### config.mk
export PLATFORM = sky130hd
export DESIGN_NAME = load_to_frequency_step_picker
export DESIGN_NICKNAME = d
export VERILOG_FILES = /design/src/lfsp_pkg.sv /design/src/lfsp_apb_regs.sv /design/src/lfsp_cell.sv /design/src/load_to_frequency_step_picker.sv
export VERILOG_INCLUDE_DIRS = /design/src /design/src/src
export SDC_FILE = /design/constraint.sdc
export NUM_CORES = 2
export LEC_CHECK = 0
export ABC_AREA = 1
export BUFFER_PORTS_ARGS = -buffer_cell sky130_fd_sc_hd__buf_2
export CELL_PAD_IN_SITES_DETAIL_PLACEMENT = 1
export CELL_PAD_IN_SITES_GLOBAL_PLACEMENT = 1
export CORE_MARGIN = 2
export CORE_UTILIZATION = 35
export CTS_CLUSTER_DIAMETER = 80
export DETAILED_ROUTE_END_ITERATION = 6
export PLACE_DENSITY = 0.65
export SLEW_MARGIN = 30
export SYNTH_ARGS = -nofsm -noshare
export SYNTH_HDL_FRONTEND = slang
export SYNTH_SLANG_ARGS = --single-unit
### constraint.sdc
create_clock -name i_clk -period 6.7 [get_ports i_clk]
set_clock_uncertainty 0.2 [all_clocks]
set_input_delay 0.67 -clock i_clk [delete_from_list [all_inputs] [get_ports i_clk]]
set_output_delay 0.67 -clock i_clk [all_outputs]
set_load 0.02 [all_outputs]
### src/load_to_frequency_step_picker_assert.svh
// Assertion macros shared by the scan logic.
`ifndef LOAD_TO_FREQUENCY_STEP_PICKER_ASSERT_SVH
`define LOAD_TO_FREQUENCY_STEP_PICKER_ASSERT_SVH

// same-cycle implication
`define LFSP_ASSERT_IMP(name, ante, cons, msg) \
    name: assert property (@(posedge i_clk) disable iff (!i_rst_n) (ante) |-> (cons)) \
        else $error(msg);

// next-cycle implication
`define LFSP_ASSERT_NXT(name, ante, cons, msg) \
    name: assert property (@(posedge i_clk) disable iff (!i_rst_n) (ante) |=> (cons)) \
        else $error(msg);

`endif

### src/lfsp_pkg.sv
`default_nettype none

package lfsp_pkg;

    localparam int FREQ_ENTRIES = 16;
    localparam int FREQ_BITS    = 22;
    localparam int INDEX_BITS   = 4;
    localparam int LOAD_BITS    = 7;
    localparam int TLEN_BITS    = 5;
    localparam int LEFT_BITS    = $clog2(FREQ_ENTRIES + 1);

    localparam int ADDR_BITS = 4;
    localparam int DATA_BITS = 32;
    localparam int REG_BITS  = ADDR_BITS - 2;

    localparam logic [REG_BITS-1:0] REG_MIN_KHZ  = REG_BITS'(0);
    localparam logic [REG_BITS-1:0] REG_MAX_KHZ  = REG_BITS'(1);
    localparam logic [REG_BITS-1:0] REG_TABLE_LEN = REG_BITS'(2);

    localparam logic OP_SAMPLE = 1'b0;
    localparam logic OP_WRITE  = 1'b1;

    // max/100 = (max/4)/25, reciprocal multiply exact over the whole range
    localparam int QIN_BITS  = FREQ_BITS - 2;
    localparam int QMUL_BITS = FREQ_BITS - 1;
    localparam int QSHIFT    = FREQ_BITS + 3;
    localparam int QP_BITS   = QIN_BITS + QMUL_BITS;
    localparam int QUOT_BITS = QP_BITS - QSHIFT;
    localparam int PROD_BITS = LOAD_BITS + QUOT_BITS;
    localparam logic [QMUL_BITS-1:0] QMUL =
        QMUL_BITS'(((64'd1 << QSHIFT) + 64'd24) / 64'd25);

    typedef struct packed {
        logic                  op;
        logic [INDEX_BITS-1:0] entry_index;
        logic [FREQ_BITS-1:0]  entry_khz;
        logic                  entry_valid;
        logic [LOAD_BITS-1:0]  load_percent;
        logic [FREQ_BITS-1:0]  current_khz;
    } t_in_item;

    typedef struct packed {
        logic [FREQ_BITS-1:0] target_khz;
        logic                 change_request;
    } t_out_item;

    typedef struct packed {
        logic [FREQ_BITS-1:0] min_khz;
        logic [FREQ_BITS-1:0] max_khz;
        logic [TLEN_BITS-1:0] table_length;
    } t_cfg;

    typedef struct packed {
        logic                 we;
        logic [FREQ_BITS-1:0] khz;
        logic                 valid;
    } t_entry_wr;

    typedef struct packed {
        logic                 vld;
        logic [LEFT_BITS-1:0] left;
        logic [FREQ_BITS-1:0] want;
        logic [FREQ_BITS-1:0] below;
        logic [FREQ_BITS-1:0] above;
        logic                 exact;
        logic                 done;
    } t_scan_pkt;

endpackage

`default_nettype wire

### src/lfsp_apb_regs.sv
`default_nettype none

module lfsp_apb_regs (
    input  logic                          i_clk,
    input  logic                          i_rst_n,
    input  logic                          psel,
    input  logic                          penable,
    input  logic                          pwrite,
    input  logic [lfsp_pkg::ADDR_BITS-1:0] paddr,
    input  logic [lfsp_pkg::DATA_BITS-1:0] pwdata,
    output logic [lfsp_pkg::DATA_BITS-1:0] prdata,
    output logic                          pready,
    output lfsp_pkg::t_cfg                o_cfg
);
    import lfsp_pkg::*;

    t_cfg                r_cfg;
    t_cfg                n_cfg;
    logic [REG_BITS-1:0] w_reg;

    assign w_reg  = paddr[ADDR_BITS-1:2];
    assign pready = 1'b1;
    assign o_cfg  = r_cfg;

    always_comb begin
        n_cfg = r_cfg;
        if (psel && penable && pwrite) begin
            case (w_reg)
                REG_MIN_KHZ:   n_cfg.min_khz      = pwdata[FREQ_BITS-1:0];
                REG_MAX_KHZ:   n_cfg.max_khz      = pwdata[FREQ_BITS-1:0];
                REG_TABLE_LEN: n_cfg.table_length = pwdata[TLEN_BITS-1:0];
                default:       n_cfg = r_cfg;
            endcase
        end
    end

    always_comb begin
        case (w_reg)
            REG_MIN_KHZ:   prdata = DATA_BITS'(r_cfg.min_khz);
            REG_MAX_KHZ:   prdata = DATA_BITS'(r_cfg.max_khz);
            REG_TABLE_LEN: prdata = DATA_BITS'(r_cfg.table_length);
            default:       prdata = '0;
        endcase
    end

    always_ff @(posedge i_clk) begin
        if (!i_rst_n) begin
            r_cfg.min_khz      <= '0;
            r_cfg.max_khz      <= '1;
            r_cfg.table_length <= '0;
        end else begin
            r_cfg <= n_cfg;
        end
    end

endmodule

`default_nettype wire

### src/lfsp_cell.sv
`default_nettype none

`include "load_to_frequency_step_picker_assert.svh"

module lfsp_cell (
    input  logic                 i_clk,
    input  logic                 i_rst_n,
    input  lfsp_pkg::t_entry_wr  i_wr,
    input  lfsp_pkg::t_scan_pkt  i_pkt,
    output lfsp_pkg::t_scan_pkt  o_pkt
);
    import lfsp_pkg::*;

    logic [FREQ_BITS-1:0] r_khz;
    logic                 r_valid;
    t_scan_pkt            r_pkt;
    t_scan_pkt            n_pkt;

    always_comb begin
        n_pkt = i_pkt;
        if (i_pkt.vld && (i_pkt.left != '0)) begin
            n_pkt.left = i_pkt.left - LEFT_BITS'(1);
            if (!i_pkt.done && r_valid) begin
                if (r_khz < i_pkt.want) begin
                    n_pkt.below = r_khz;
                end
                if (r_khz == i_pkt.want) begin
                    n_pkt.exact = 1'b1;
                    n_pkt.done  = 1'b1;
                end
                if (r_khz > i_pkt.want) begin
                    n_pkt.above = r_khz;
                    n_pkt.done  = 1'b1;
                end
            end
        end
    end

    always_ff @(posedge i_clk) begin
        if (i_wr.we) begin
            r_khz <= i_wr.khz;
        end
    end

    always_ff @(posedge i_clk) begin
        if (!i_rst_n) begin
            r_valid <= 1'b0;
            r_pkt   <= '0;
        end else begin
            if (i_wr.we) begin
                r_valid <= i_wr.valid;
            end
            r_pkt <= n_pkt;
        end
    end

    assign o_pkt = r_pkt;

    `LFSP_ASSERT_NXT(a_done_sticks, i_pkt.vld && i_pkt.done, o_pkt.vld && o_pkt.done, "scan result lost in cell")
    `LFSP_ASSERT_NXT(a_left_counts, i_pkt.vld && (i_pkt.left != '0), o_pkt.left == $past(i_pkt.left) - LEFT_BITS'(1), "slot count not decremented")

endmodule

`default_nettype wire

### src/load_to_frequency_step_picker.sv
// Channel   Dir  Handshake                Payload
// input     in   i_in_valid / o_in_ready  i_in_data  (t_in_item)
// output    out  o_out_valid / i_out_ready o_out_data (t_out_item)
// config    in   psel & penable & pwrite  paddr, pwdata, prdata (pready tied high)
//
// Write item: no result; ready stays high for the next item.
// Sample item: divide, multiply, clamp, launch, then a pass through the 16-cell chain;
//   ready stays low until the result moves into the output register.
// Synchronous active-low reset clears all valid marks, zeroes min_khz and table_length, and sets max_khz to all ones.
// A result waiting on o_out_valid holds the next sample in its last state, not its transfer.
`default_nettype none

`include "load_to_frequency_step_picker_assert.svh"

module load_to_frequency_step_picker (
    input  logic                           i_clk,
    input  logic                           i_rst_n,
    input  logic                           i_in_valid,
    output logic                           o_in_ready,
    input  lfsp_pkg::t_in_item             i_in_data,
    output logic                           o_out_valid,
    input  logic                           i_out_ready,
    output lfsp_pkg::t_out_item            o_out_data,
    input  logic                           psel,
    input  logic                           penable,
    input  logic                           pwrite,
    input  logic [lfsp_pkg::ADDR_BITS-1:0] paddr,
    input  logic [lfsp_pkg::DATA_BITS-1:0] pwdata,
    output logic [lfsp_pkg::DATA_BITS-1:0] prdata,
    output logic                           pready
);
    import lfsp_pkg::*;

    localparam logic [2:0] ST_IDLE   = 3'd0;
    localparam logic [2:0] ST_QUOT   = 3'd1;
    localparam logic [2:0] ST_PROD   = 3'd2;
    localparam logic [2:0] ST_CLAMP  = 3'd3;
    localparam logic [2:0] ST_LAUNCH = 3'd4;
    localparam logic [2:0] ST_SCAN   = 3'd5;
    localparam logic [2:0] ST_RESULT = 3'd6;

    t_cfg                  w_cfg;
    logic [2:0]            r_state;
    logic [2:0]            n_state;
    logic                  w_in_acc;
    logic                  w_out_free;
    logic                  r_out_vld;
    logic                  n_out_vld;
    t_out_item             r_out;
    t_out_item             r_res;
    t_out_item             w_res;
    logic [LOAD_BITS-1:0]  r_load;
    logic [FREQ_BITS-1:0]  r_cur;
    logic [QP_BITS-1:0]    w_qprod;
    logic [QUOT_BITS-1:0]  r_quot;
    logic [PROD_BITS-1:0]  r_prod;
    logic [PROD_BITS-1:0]  w_lo;
    logic [PROD_BITS-1:0]  w_hi;
    logic [FREQ_BITS-1:0]  r_want;
    logic [LEFT_BITS-1:0]  w_nscan;
    t_scan_pkt             w_pkt [FREQ_ENTRIES+1];
    t_scan_pkt             w_tail;
    logic [FREQ_ENTRIES-1:0] w_chain_vld;

    lfsp_apb_regs u_regs (
        .i_clk   (i_clk),
        .i_rst_n (i_rst_n),
        .psel    (psel),
        .penable (penable),
        .pwrite  (pwrite),
        .paddr   (paddr),
        .pwdata  (pwdata),
        .prdata  (prdata),
        .pready  (pready),
        .o_cfg   (w_cfg)
    );

    assign o_in_ready  = (r_state == ST_IDLE);
    assign w_in_acc    = i_in_valid && o_in_ready;
    assign w_out_free  = !r_out_vld || i_out_ready;
    assign o_out_valid = r_out_vld;
    assign o_out_data  = r_out;

    assign w_qprod = QP_BITS'(w_cfg.max_khz[FREQ_BITS-1:2]) * QP_BITS'(QMUL);

    assign w_lo = (r_prod < PROD_BITS'(w_cfg.min_khz)) ? PROD_BITS'(w_cfg.min_khz) : r_prod;
    assign w_hi = (w_lo > PROD_BITS'(w_cfg.max_khz)) ? PROD_BITS'(w_cfg.max_khz) : w_lo;

    assign w_nscan = (32'(w_cfg.table_length) > FREQ_ENTRIES) ?
                     LEFT_BITS'(FREQ_ENTRIES) : LEFT_BITS'(w_cfg.table_length);

    always_comb begin
        w_pkt[0]       = '0;
        w_pkt[0].vld   = (r_state == ST_LAUNCH);
        w_pkt[0].left  = w_nscan;
        w_pkt[0].want  = r_want;
    end

    genvar g;
    generate
        for (g = 0; g < FREQ_ENTRIES; g++) begin : g_cell
            t_entry_wr w_wr;
            assign w_wr.we    = w_in_acc && (i_in_data.op == OP_WRITE) &&
                                (32'(i_in_data.entry_index) == g);
            assign w_wr.khz   = i_in_data.entry_khz;
            assign w_wr.valid = i_in_data.entry_valid;
            assign w_chain_vld[g] = w_pkt[g+1].vld;

            lfsp_cell u_cell (
                .i_clk   (i_clk),
                .i_rst_n (i_rst_n),
                .i_wr    (w_wr),
                .i_pkt   (w_pkt[g]),
                .o_pkt   (w_pkt[g+1])
            );
        end
    endgenerate

    assign w_tail = w_pkt[FREQ_ENTRIES];

    always_comb begin
        if (w_tail.exact && (w_tail.want != '0)) begin
            w_res.target_khz = w_tail.want;
        end else if ((r_cur >= w_tail.below) && (r_cur <= w_tail.above)) begin
            w_res.target_khz = r_cur;
        end else begin
            w_res.target_khz = w_tail.above;
        end
        w_res.change_request = (w_res.target_khz != '0) && (w_res.target_khz != r_cur);
    end

    always_comb begin
        n_state = r_state;
        case (r_state)
            ST_IDLE: begin
                if (w_in_acc && (i_in_data.op == OP_SAMPLE)) begin
                    n_state = ST_QUOT;
                end
            end
            ST_QUOT:   n_state = ST_PROD;
            ST_PROD:   n_state = ST_CLAMP;
            ST_CLAMP:  n_state = ST_LAUNCH;
            ST_LAUNCH: n_state = ST_SCAN;
            ST_SCAN: begin
                if (w_tail.vld) begin
                    n_state = ST_RESULT;
                end
            end
            ST_RESULT: begin
                if (w_out_free) begin
                    n_state = ST_IDLE;
                end
            end
            default: n_state = ST_IDLE;
        endcase
    end

    always_comb begin
        n_out_vld = r_out_vld;
        if ((r_state == ST_RESULT) && w_out_free) begin
            n_out_vld = 1'b1;
        end else if (i_out_ready) begin
            n_out_vld = 1'b0;
        end
    end

    always_ff @(posedge i_clk) begin
        if (!i_rst_n) begin
            r_state   <= ST_IDLE;
            r_out_vld <= 1'b0;
        end else begin
            r_state   <= n_state;
            r_out_vld <= n_out_vld;
        end
    end

    always_ff @(posedge i_clk) begin
        if (w_in_acc) begin
            r_load <= i_in_data.load_percent;
            r_cur  <= i_in_data.current_khz;
        end
        if (r_state == ST_QUOT) begin
            r_quot <= w_qprod[QP_BITS-1:QSHIFT];
        end
        if (r_state == ST_PROD) begin
            r_prod <= PROD_BITS'(r_load) * PROD_BITS'(r_quot);
        end
        if (r_state == ST_CLAMP) begin
            r_want <= w_hi[FREQ_BITS-1:0];
        end
        if ((r_state == ST_SCAN) && w_tail.vld) begin
            r_res <= w_res;
        end
        if ((r_state == ST_RESULT) && w_out_free) begin
            r_out <= r_res;
        end
    end

    `LFSP_ASSERT_IMP(a_one_scan, 1'b1, $countones(w_chain_vld) <= 1, "more than one scan in the chain")
    `LFSP_ASSERT_IMP(a_tail_in_scan, w_tail.vld, r_state == ST_SCAN, "scan ended outside scan state")
    `LFSP_ASSERT_NXT(a_sample_start, w_in_acc && (i_in_data.op == OP_SAMPLE), r_state == ST_QUOT, "sample transfer did not start")
    `LFSP_ASSERT_IMP(a_change_nonzero, o_out_valid && o_out_data.change_request, o_out_data.target_khz != '0, "change requested for zero target")

endmodule

`default_nettype wire

# Yosys cells after proc, flatten, opt, wreduce, memory -nomap -nowiden
# Cells that the tools add are included.
# totals
ff_bits,1735
latch_bits,0
ram_bits,0
mem_bits_ro,0
out_inout_bits,58
wordCells,476
n_memories,0
# classes
add_sub_neg,15
n_mul,2
div_mod_pow,0
order_cmp,37
eq_ne,43
shifts,0
muxes,119
bitwise_logic,1
n_reduce_logical,103
# ops
cell,n
$mux W46,30
$mux W22,33
$eq A22 B22 Y1,16
$gt A22 B22 Y1,16
$lt A22 B22 Y1,16
$mux W5,16
$reduce_bool A5 Y1,16
$sub A5 B1 Y5 const B,15
$pmux W22 S3,1
$logic_and A1 B1 Y1,57
$reduce_bool A22 Y1,2
$mul A20 B20 Y40 const B,1
$eq A4 B4 Y1 const B,8
$mux W2,16
$gt A23 B22 Y1,1
$lt A23 B22 Y1,1
$mul A7 B16 Y23,1
$mux W23,1
$ge A22 B22 Y1,1
$le A22 B22 Y1,1
$ne A22 B22 Y1,1
$pmux W3 S7,1
$mux W1,18
$eq A4 B3 Y1 const B,4
other kinds (21),47

# Logic depth before layout (Yosys ltp)
# logic_depth
ltp_word,6
mapped_depth,24
depth_no_buf,23

# Modules after synthesis
# A second synthesis with hierarchy kept.
# hier_totals
hier_cells,11138
hier_area_um2,89857.4
# by_module_without_submodules
mod,instances,cells_per_inst,area_each_um2
lfsp_cell,16,534,4242.8
load_to_frequency_step_picker,1,2264,19608.8
lfsp_apb_regs,1,330,2363.5

# Worst setup path before layout
# No wires, ideal clock.
# synth_timing
kind,input-to-reg
startpoint,in i_in_valid
endpoint,"reg g_cell[7].u_cell.r_khz[0], enable pin"
setup_ns,0.404
arrival_ns,5.092
path_slack_ns,1.004
path_stages,6
n_path_buf,0
path_cell_list,inv_1 -> nor4_1 -> nand2_1 -> inv_1 -> nand3_1 -> nor2_1
# synth_lines
item,line,rtl
"start, declared",load_to_frequency_step_picker.sv:18,"input logic i_in_valid,"
"end signal, assigned",lfsp_cell.sv:41,r_khz <= i_wr.khz;
"end, declared",lfsp_cell.sv:14,logic [FREQ_BITS-1:0] r_khz;

# Final worst setup path
# layout_timing
startpoint,"reg u_regs.r_cfg, in the netlist u_regs.o_cfg[16]"
endpoint,reg r_quot[11] (data pin)
# layout_between
elab_chain_len,1
# layout_lines
item,line,rtl
"start, declared",lfsp_apb_regs.sv:17,t_cfg r_cfg;
"start signal, assigned",lfsp_apb_regs.sv:52,r_cfg <= n_cfg;
$mul A20 B20 Y40,load_to_frequency_step_picker.sv:84,assign w_qprod = QP_BITS'(w_cfg.max_khz[FREQ_BITS-1:2]) * QP_BITS'(QMUL);
via w_qprod[36],load_to_frequency_step_picker.sv:54,logic [QP_BITS-1:0] w_qprod;
"end signal, assigned",load_to_frequency_step_picker.sv:183,r_quot <= w_qprod[QP_BITS-1:QSHIFT];
"end, declared",load_to_frequency_step_picker.sv:55,logic [QUOT_BITS-1:0] r_quot;
# The timed path passes the listed nets, and every way through them passes these cells.
# A chain may end at the register's enable or synchronous reset.

==> reports/results.tsv <==
stage	metric	value	unit
grt	grt_pass1_wl	370000	um
synth	synthFlopType	dfxtp_1	
timing	fin_tns_setup	0	ns
floorplan	initial_utilization	35.1	%
synth	synthDistinctLibCells	50	
timing	worst_pin_slew	1.02	ns
grt	track_usage	20.2	%
detailed_routing	routed_wl	237000	um
power	finalPower	35.7	mW
run_status	status	completed	
job	cap_violations	0	
synth	synth_most_common_cell	inv_1	
final_layout	layout-drive-gt1-share	6.25	%
setup_path	worstPathMaxFanout	6	
floorplan	dieArea	0.234	mm2
synth	syn_inst	9037	
synth	syn_avg_cell_area	8.90	um2
detailed_routing	routedWlPerCell	19.1	um
clock_tree	cts.sinks	1735	
setup_path	critPathArrivalTime	6.55	ns
timing	finalSetupViolCount	0	
worst_hold_path	holdPathEnd	r_state[0]	
clock_tree	clk_latency	0.83	ns
power	peakVddDrop	0.000830	V
setup_path	crit_start	u_regs.o_cfg[16]	
timing	period_share	92.2	%
clock_tree	hold_buffers	51	
detailed_routing	drc	0	
synth	synthArstFlopShare	0	%
detailed_routing	drt-initial-drc-count	3149	
final_layout	post-route-util	39.8	%
synth	ys_top_cells_by_count	1850 x inv_1, 1247 x dfxtp_1, 1085 x nand2_1, 901 x nor2_1, 874 x o21ai_0	
synth	ys_seq_elements	1735	
timing	relSlewSlack	31.6	%
detailed_routing	postRouteAntennaNets	0	
timing	rsz0062_at_grt	no	
place	place_area	0.0845	mm2
timing	fin_crit	6.18	ns
floorplan	num_rows	176	
place	globalplace.congestion	0.854	
setup_path	reg2reg_from	u_regs.o_cfg[16]	
grt	grt_overflow	0	
power	power_density	391	mW/mm2
synth	ys_top_cells_by_area	dfxtp_1 31%, edfxtp_1 18%, ha_1 11%, inv_1 8.6%, o21ai_0 5.4%	
setup_path	worstReg2RegEnd	r_quot[11]	
detailed_routing	dr.pass1.iters	5	
timing	max_freq	0.162	GHz
synth	yosysWarnings	0	
clock_tree	cts_tree	built	
setup_path	critPathCaptureType	flop	
grt	grt_pass1_vias	64600	
synth	netlist_area	0.0805	mm2
synth	synth_largest_type_area_fraction	31.0	%
clock_tree	clockBufferDepth	3	
setup_path	critical_path_required	7.07	ns
setup_path	critPathLaunchType	flop	
worst_hold_path	hold_path_class	in2reg	
floorplan	die_y	483	um
timing	hold_viol_final	0	
detailed_routing	via_count	60200	
clock_tree	cts_setup_buffers	0	
place	hpwl	181000	um
worst_hold_path	min_path_cells	4	
floorplan	io_pins	158	
clock_tree	cts_buffers	191	
setup_path	crit_type	reg2reg	
final_layout	stdcell_area	0.0913	mm2
synth	synth_edf_count	488	
timing	final_max_slew_viol_count	0	
floorplan	die_w	483	um
setup_path	reg2regPathDepth	21	
synth	seq_area_frac_synth	49.2	%
final_layout	area_delta_synth_final	13.5	%
final_layout	nets	10200	
grt	antenna_found_initial	15	
clock_tree	htreeDepth	4	
worst_hold_path	hp-start	i_in_data[56]	
power	p_leak	39.6	nW
detailed_routing	vias_per_cell	4.86	
place	numPortBuffers	134	
clock_tree	path_clk_slew	0.06	ns
clock_tree	cts_resized	0	
synth	synth_top_cell_by_area	dfxtp_1	
floorplan	fp.coreArea	0.229	mm2
grt	grt_max_degree	249	
clock_tree	root_buffer	clkbuf_16	
setup_path	rrSetupSlack	0.52	ns
layout by cell type (no fill, tap or decap), types with 18 or more instances in the layout:
master / instances
a211oi_1: 23
a21o_1: 18
a21oi_1: 708
buf_2: 133
buf_4: 78
clkbuf_1: 46
clkbuf_16: 202
clkbuf_8: 23
clkinv_2: 37
dfxtp_1: 1247
dlygate4sd3_1: 51
edfxtp_1: 488
fa_1: 213
ha_1: 717
inv_1: 1849
nand2_1: 1083
nand2_2: 24
nand3_1: 172
nand4_1: 67
nor2_1: 881
nor2_2: 20
nor3_1: 73
nor4_1: 39
o211ai_1: 36
o21ai_0: 874
o21bai_1: 18
xor2_1: 26
registers in the layout, summed over array words and instances (netlist names):
signal	flops
u_regs.o_cfg	49
o_out_valid	1
g_cell.u_cell.r_khz	352
r_want	22
g_cell.u_cell.o_pkt	1178
r_load	7
r_state	3
r_prod	23
o_out_data	23
r_res	23
r_cur	22
r_quot	16
g_cell.u_cell.r_valid	16
final cells by class:
| type | count | area (um2) |
|---|---|---|
| clock buffers | 271 | 5540 |
| inverters | 1851 | 6950 |
| clock inverters | 87 | 711 |
| well taps | 3026 | 3790 |
| flip-flops and latches | 1735 | 39600 |
| diodes | 6 | 15.0 |
| fillers | 26600 | 138000 |
| multi-input cells | 5142 | 32700 |
| repair buffers | 272 | 1950 |
where the power goes:
part	leakage (nW)	switching (mW)	total, mW	internal (mW)
Sequential	14.5	0.457	12.2	11.7
Clock	3.07	4.43	10.4	5.95
Combinational	22.0	8.33	13.2	4.84
metal layers:
metal  vias up  routed length (um)  GRT usage, %
met5         -                   0             0
met4         0                6700          6.13
met3       366                7340          2.27
met2       917              120000          36.7
met1     29700              103000          24.9
li1      29100                   -             -
worst max path at each step:
stage | end | slack (ns) | depth (start not counted)
after floorplan | g_cell[7].u_cell.r_khz[0] | 1.00 | 6
after global placement | r_quot[13] | 0.55 | 21
after detailed placement | r_quot[11] | 0.53 | 21
after CTS | r_quot[11] | 0.49 | 21
after global routing | r_quot[11] | 0.21 | 21
final | r_quot[11] | 0.52 | 21
worst max-delay path: stages, from the launching register on:
cell and delay (ns):
dfxtp_1 0.56, ha_1 0.26, inv_1 0.07, fa_1 0.55, fa_1 0.47, fa_1 0.57, inv_1 0.05, fa_1 0.47
fa_1 0.51, inv_1 0.07, fa_1 0.49, inv_1 0.04, ha_1 0.31, a21oi_1 0.19, inv_1 0.08, a21oi_1 0.17
o21ai_0 0.12, a21oi_1 0.14, o21ai_0 0.11, a21o_1 0.20, a21oi_1 0.18, xnor2_1 0.08
cells by family after synthesis:
logic type / share of synthesized area [%]
simple gates: 12.2
buf+inv: 10.2
compound gates: 11.4
flops: 49.2
fa+ha+maj: 16.4
xor+xnor: 0.425
other cells: 0.00933
through the flow:
step	instances	hold WS [ns]	setup WS, ns
after floorplan	9046	0.200	1.00
after global placement	12000	0.204	0.546
after detailed placement	12000	0.207	0.534
after CTS	12400	0.00412	0.494
after global routing	12400	0.0642	0.209
final	12400	0.0755	0.525
Note: power is estimated with default switching activity, not from simulation.
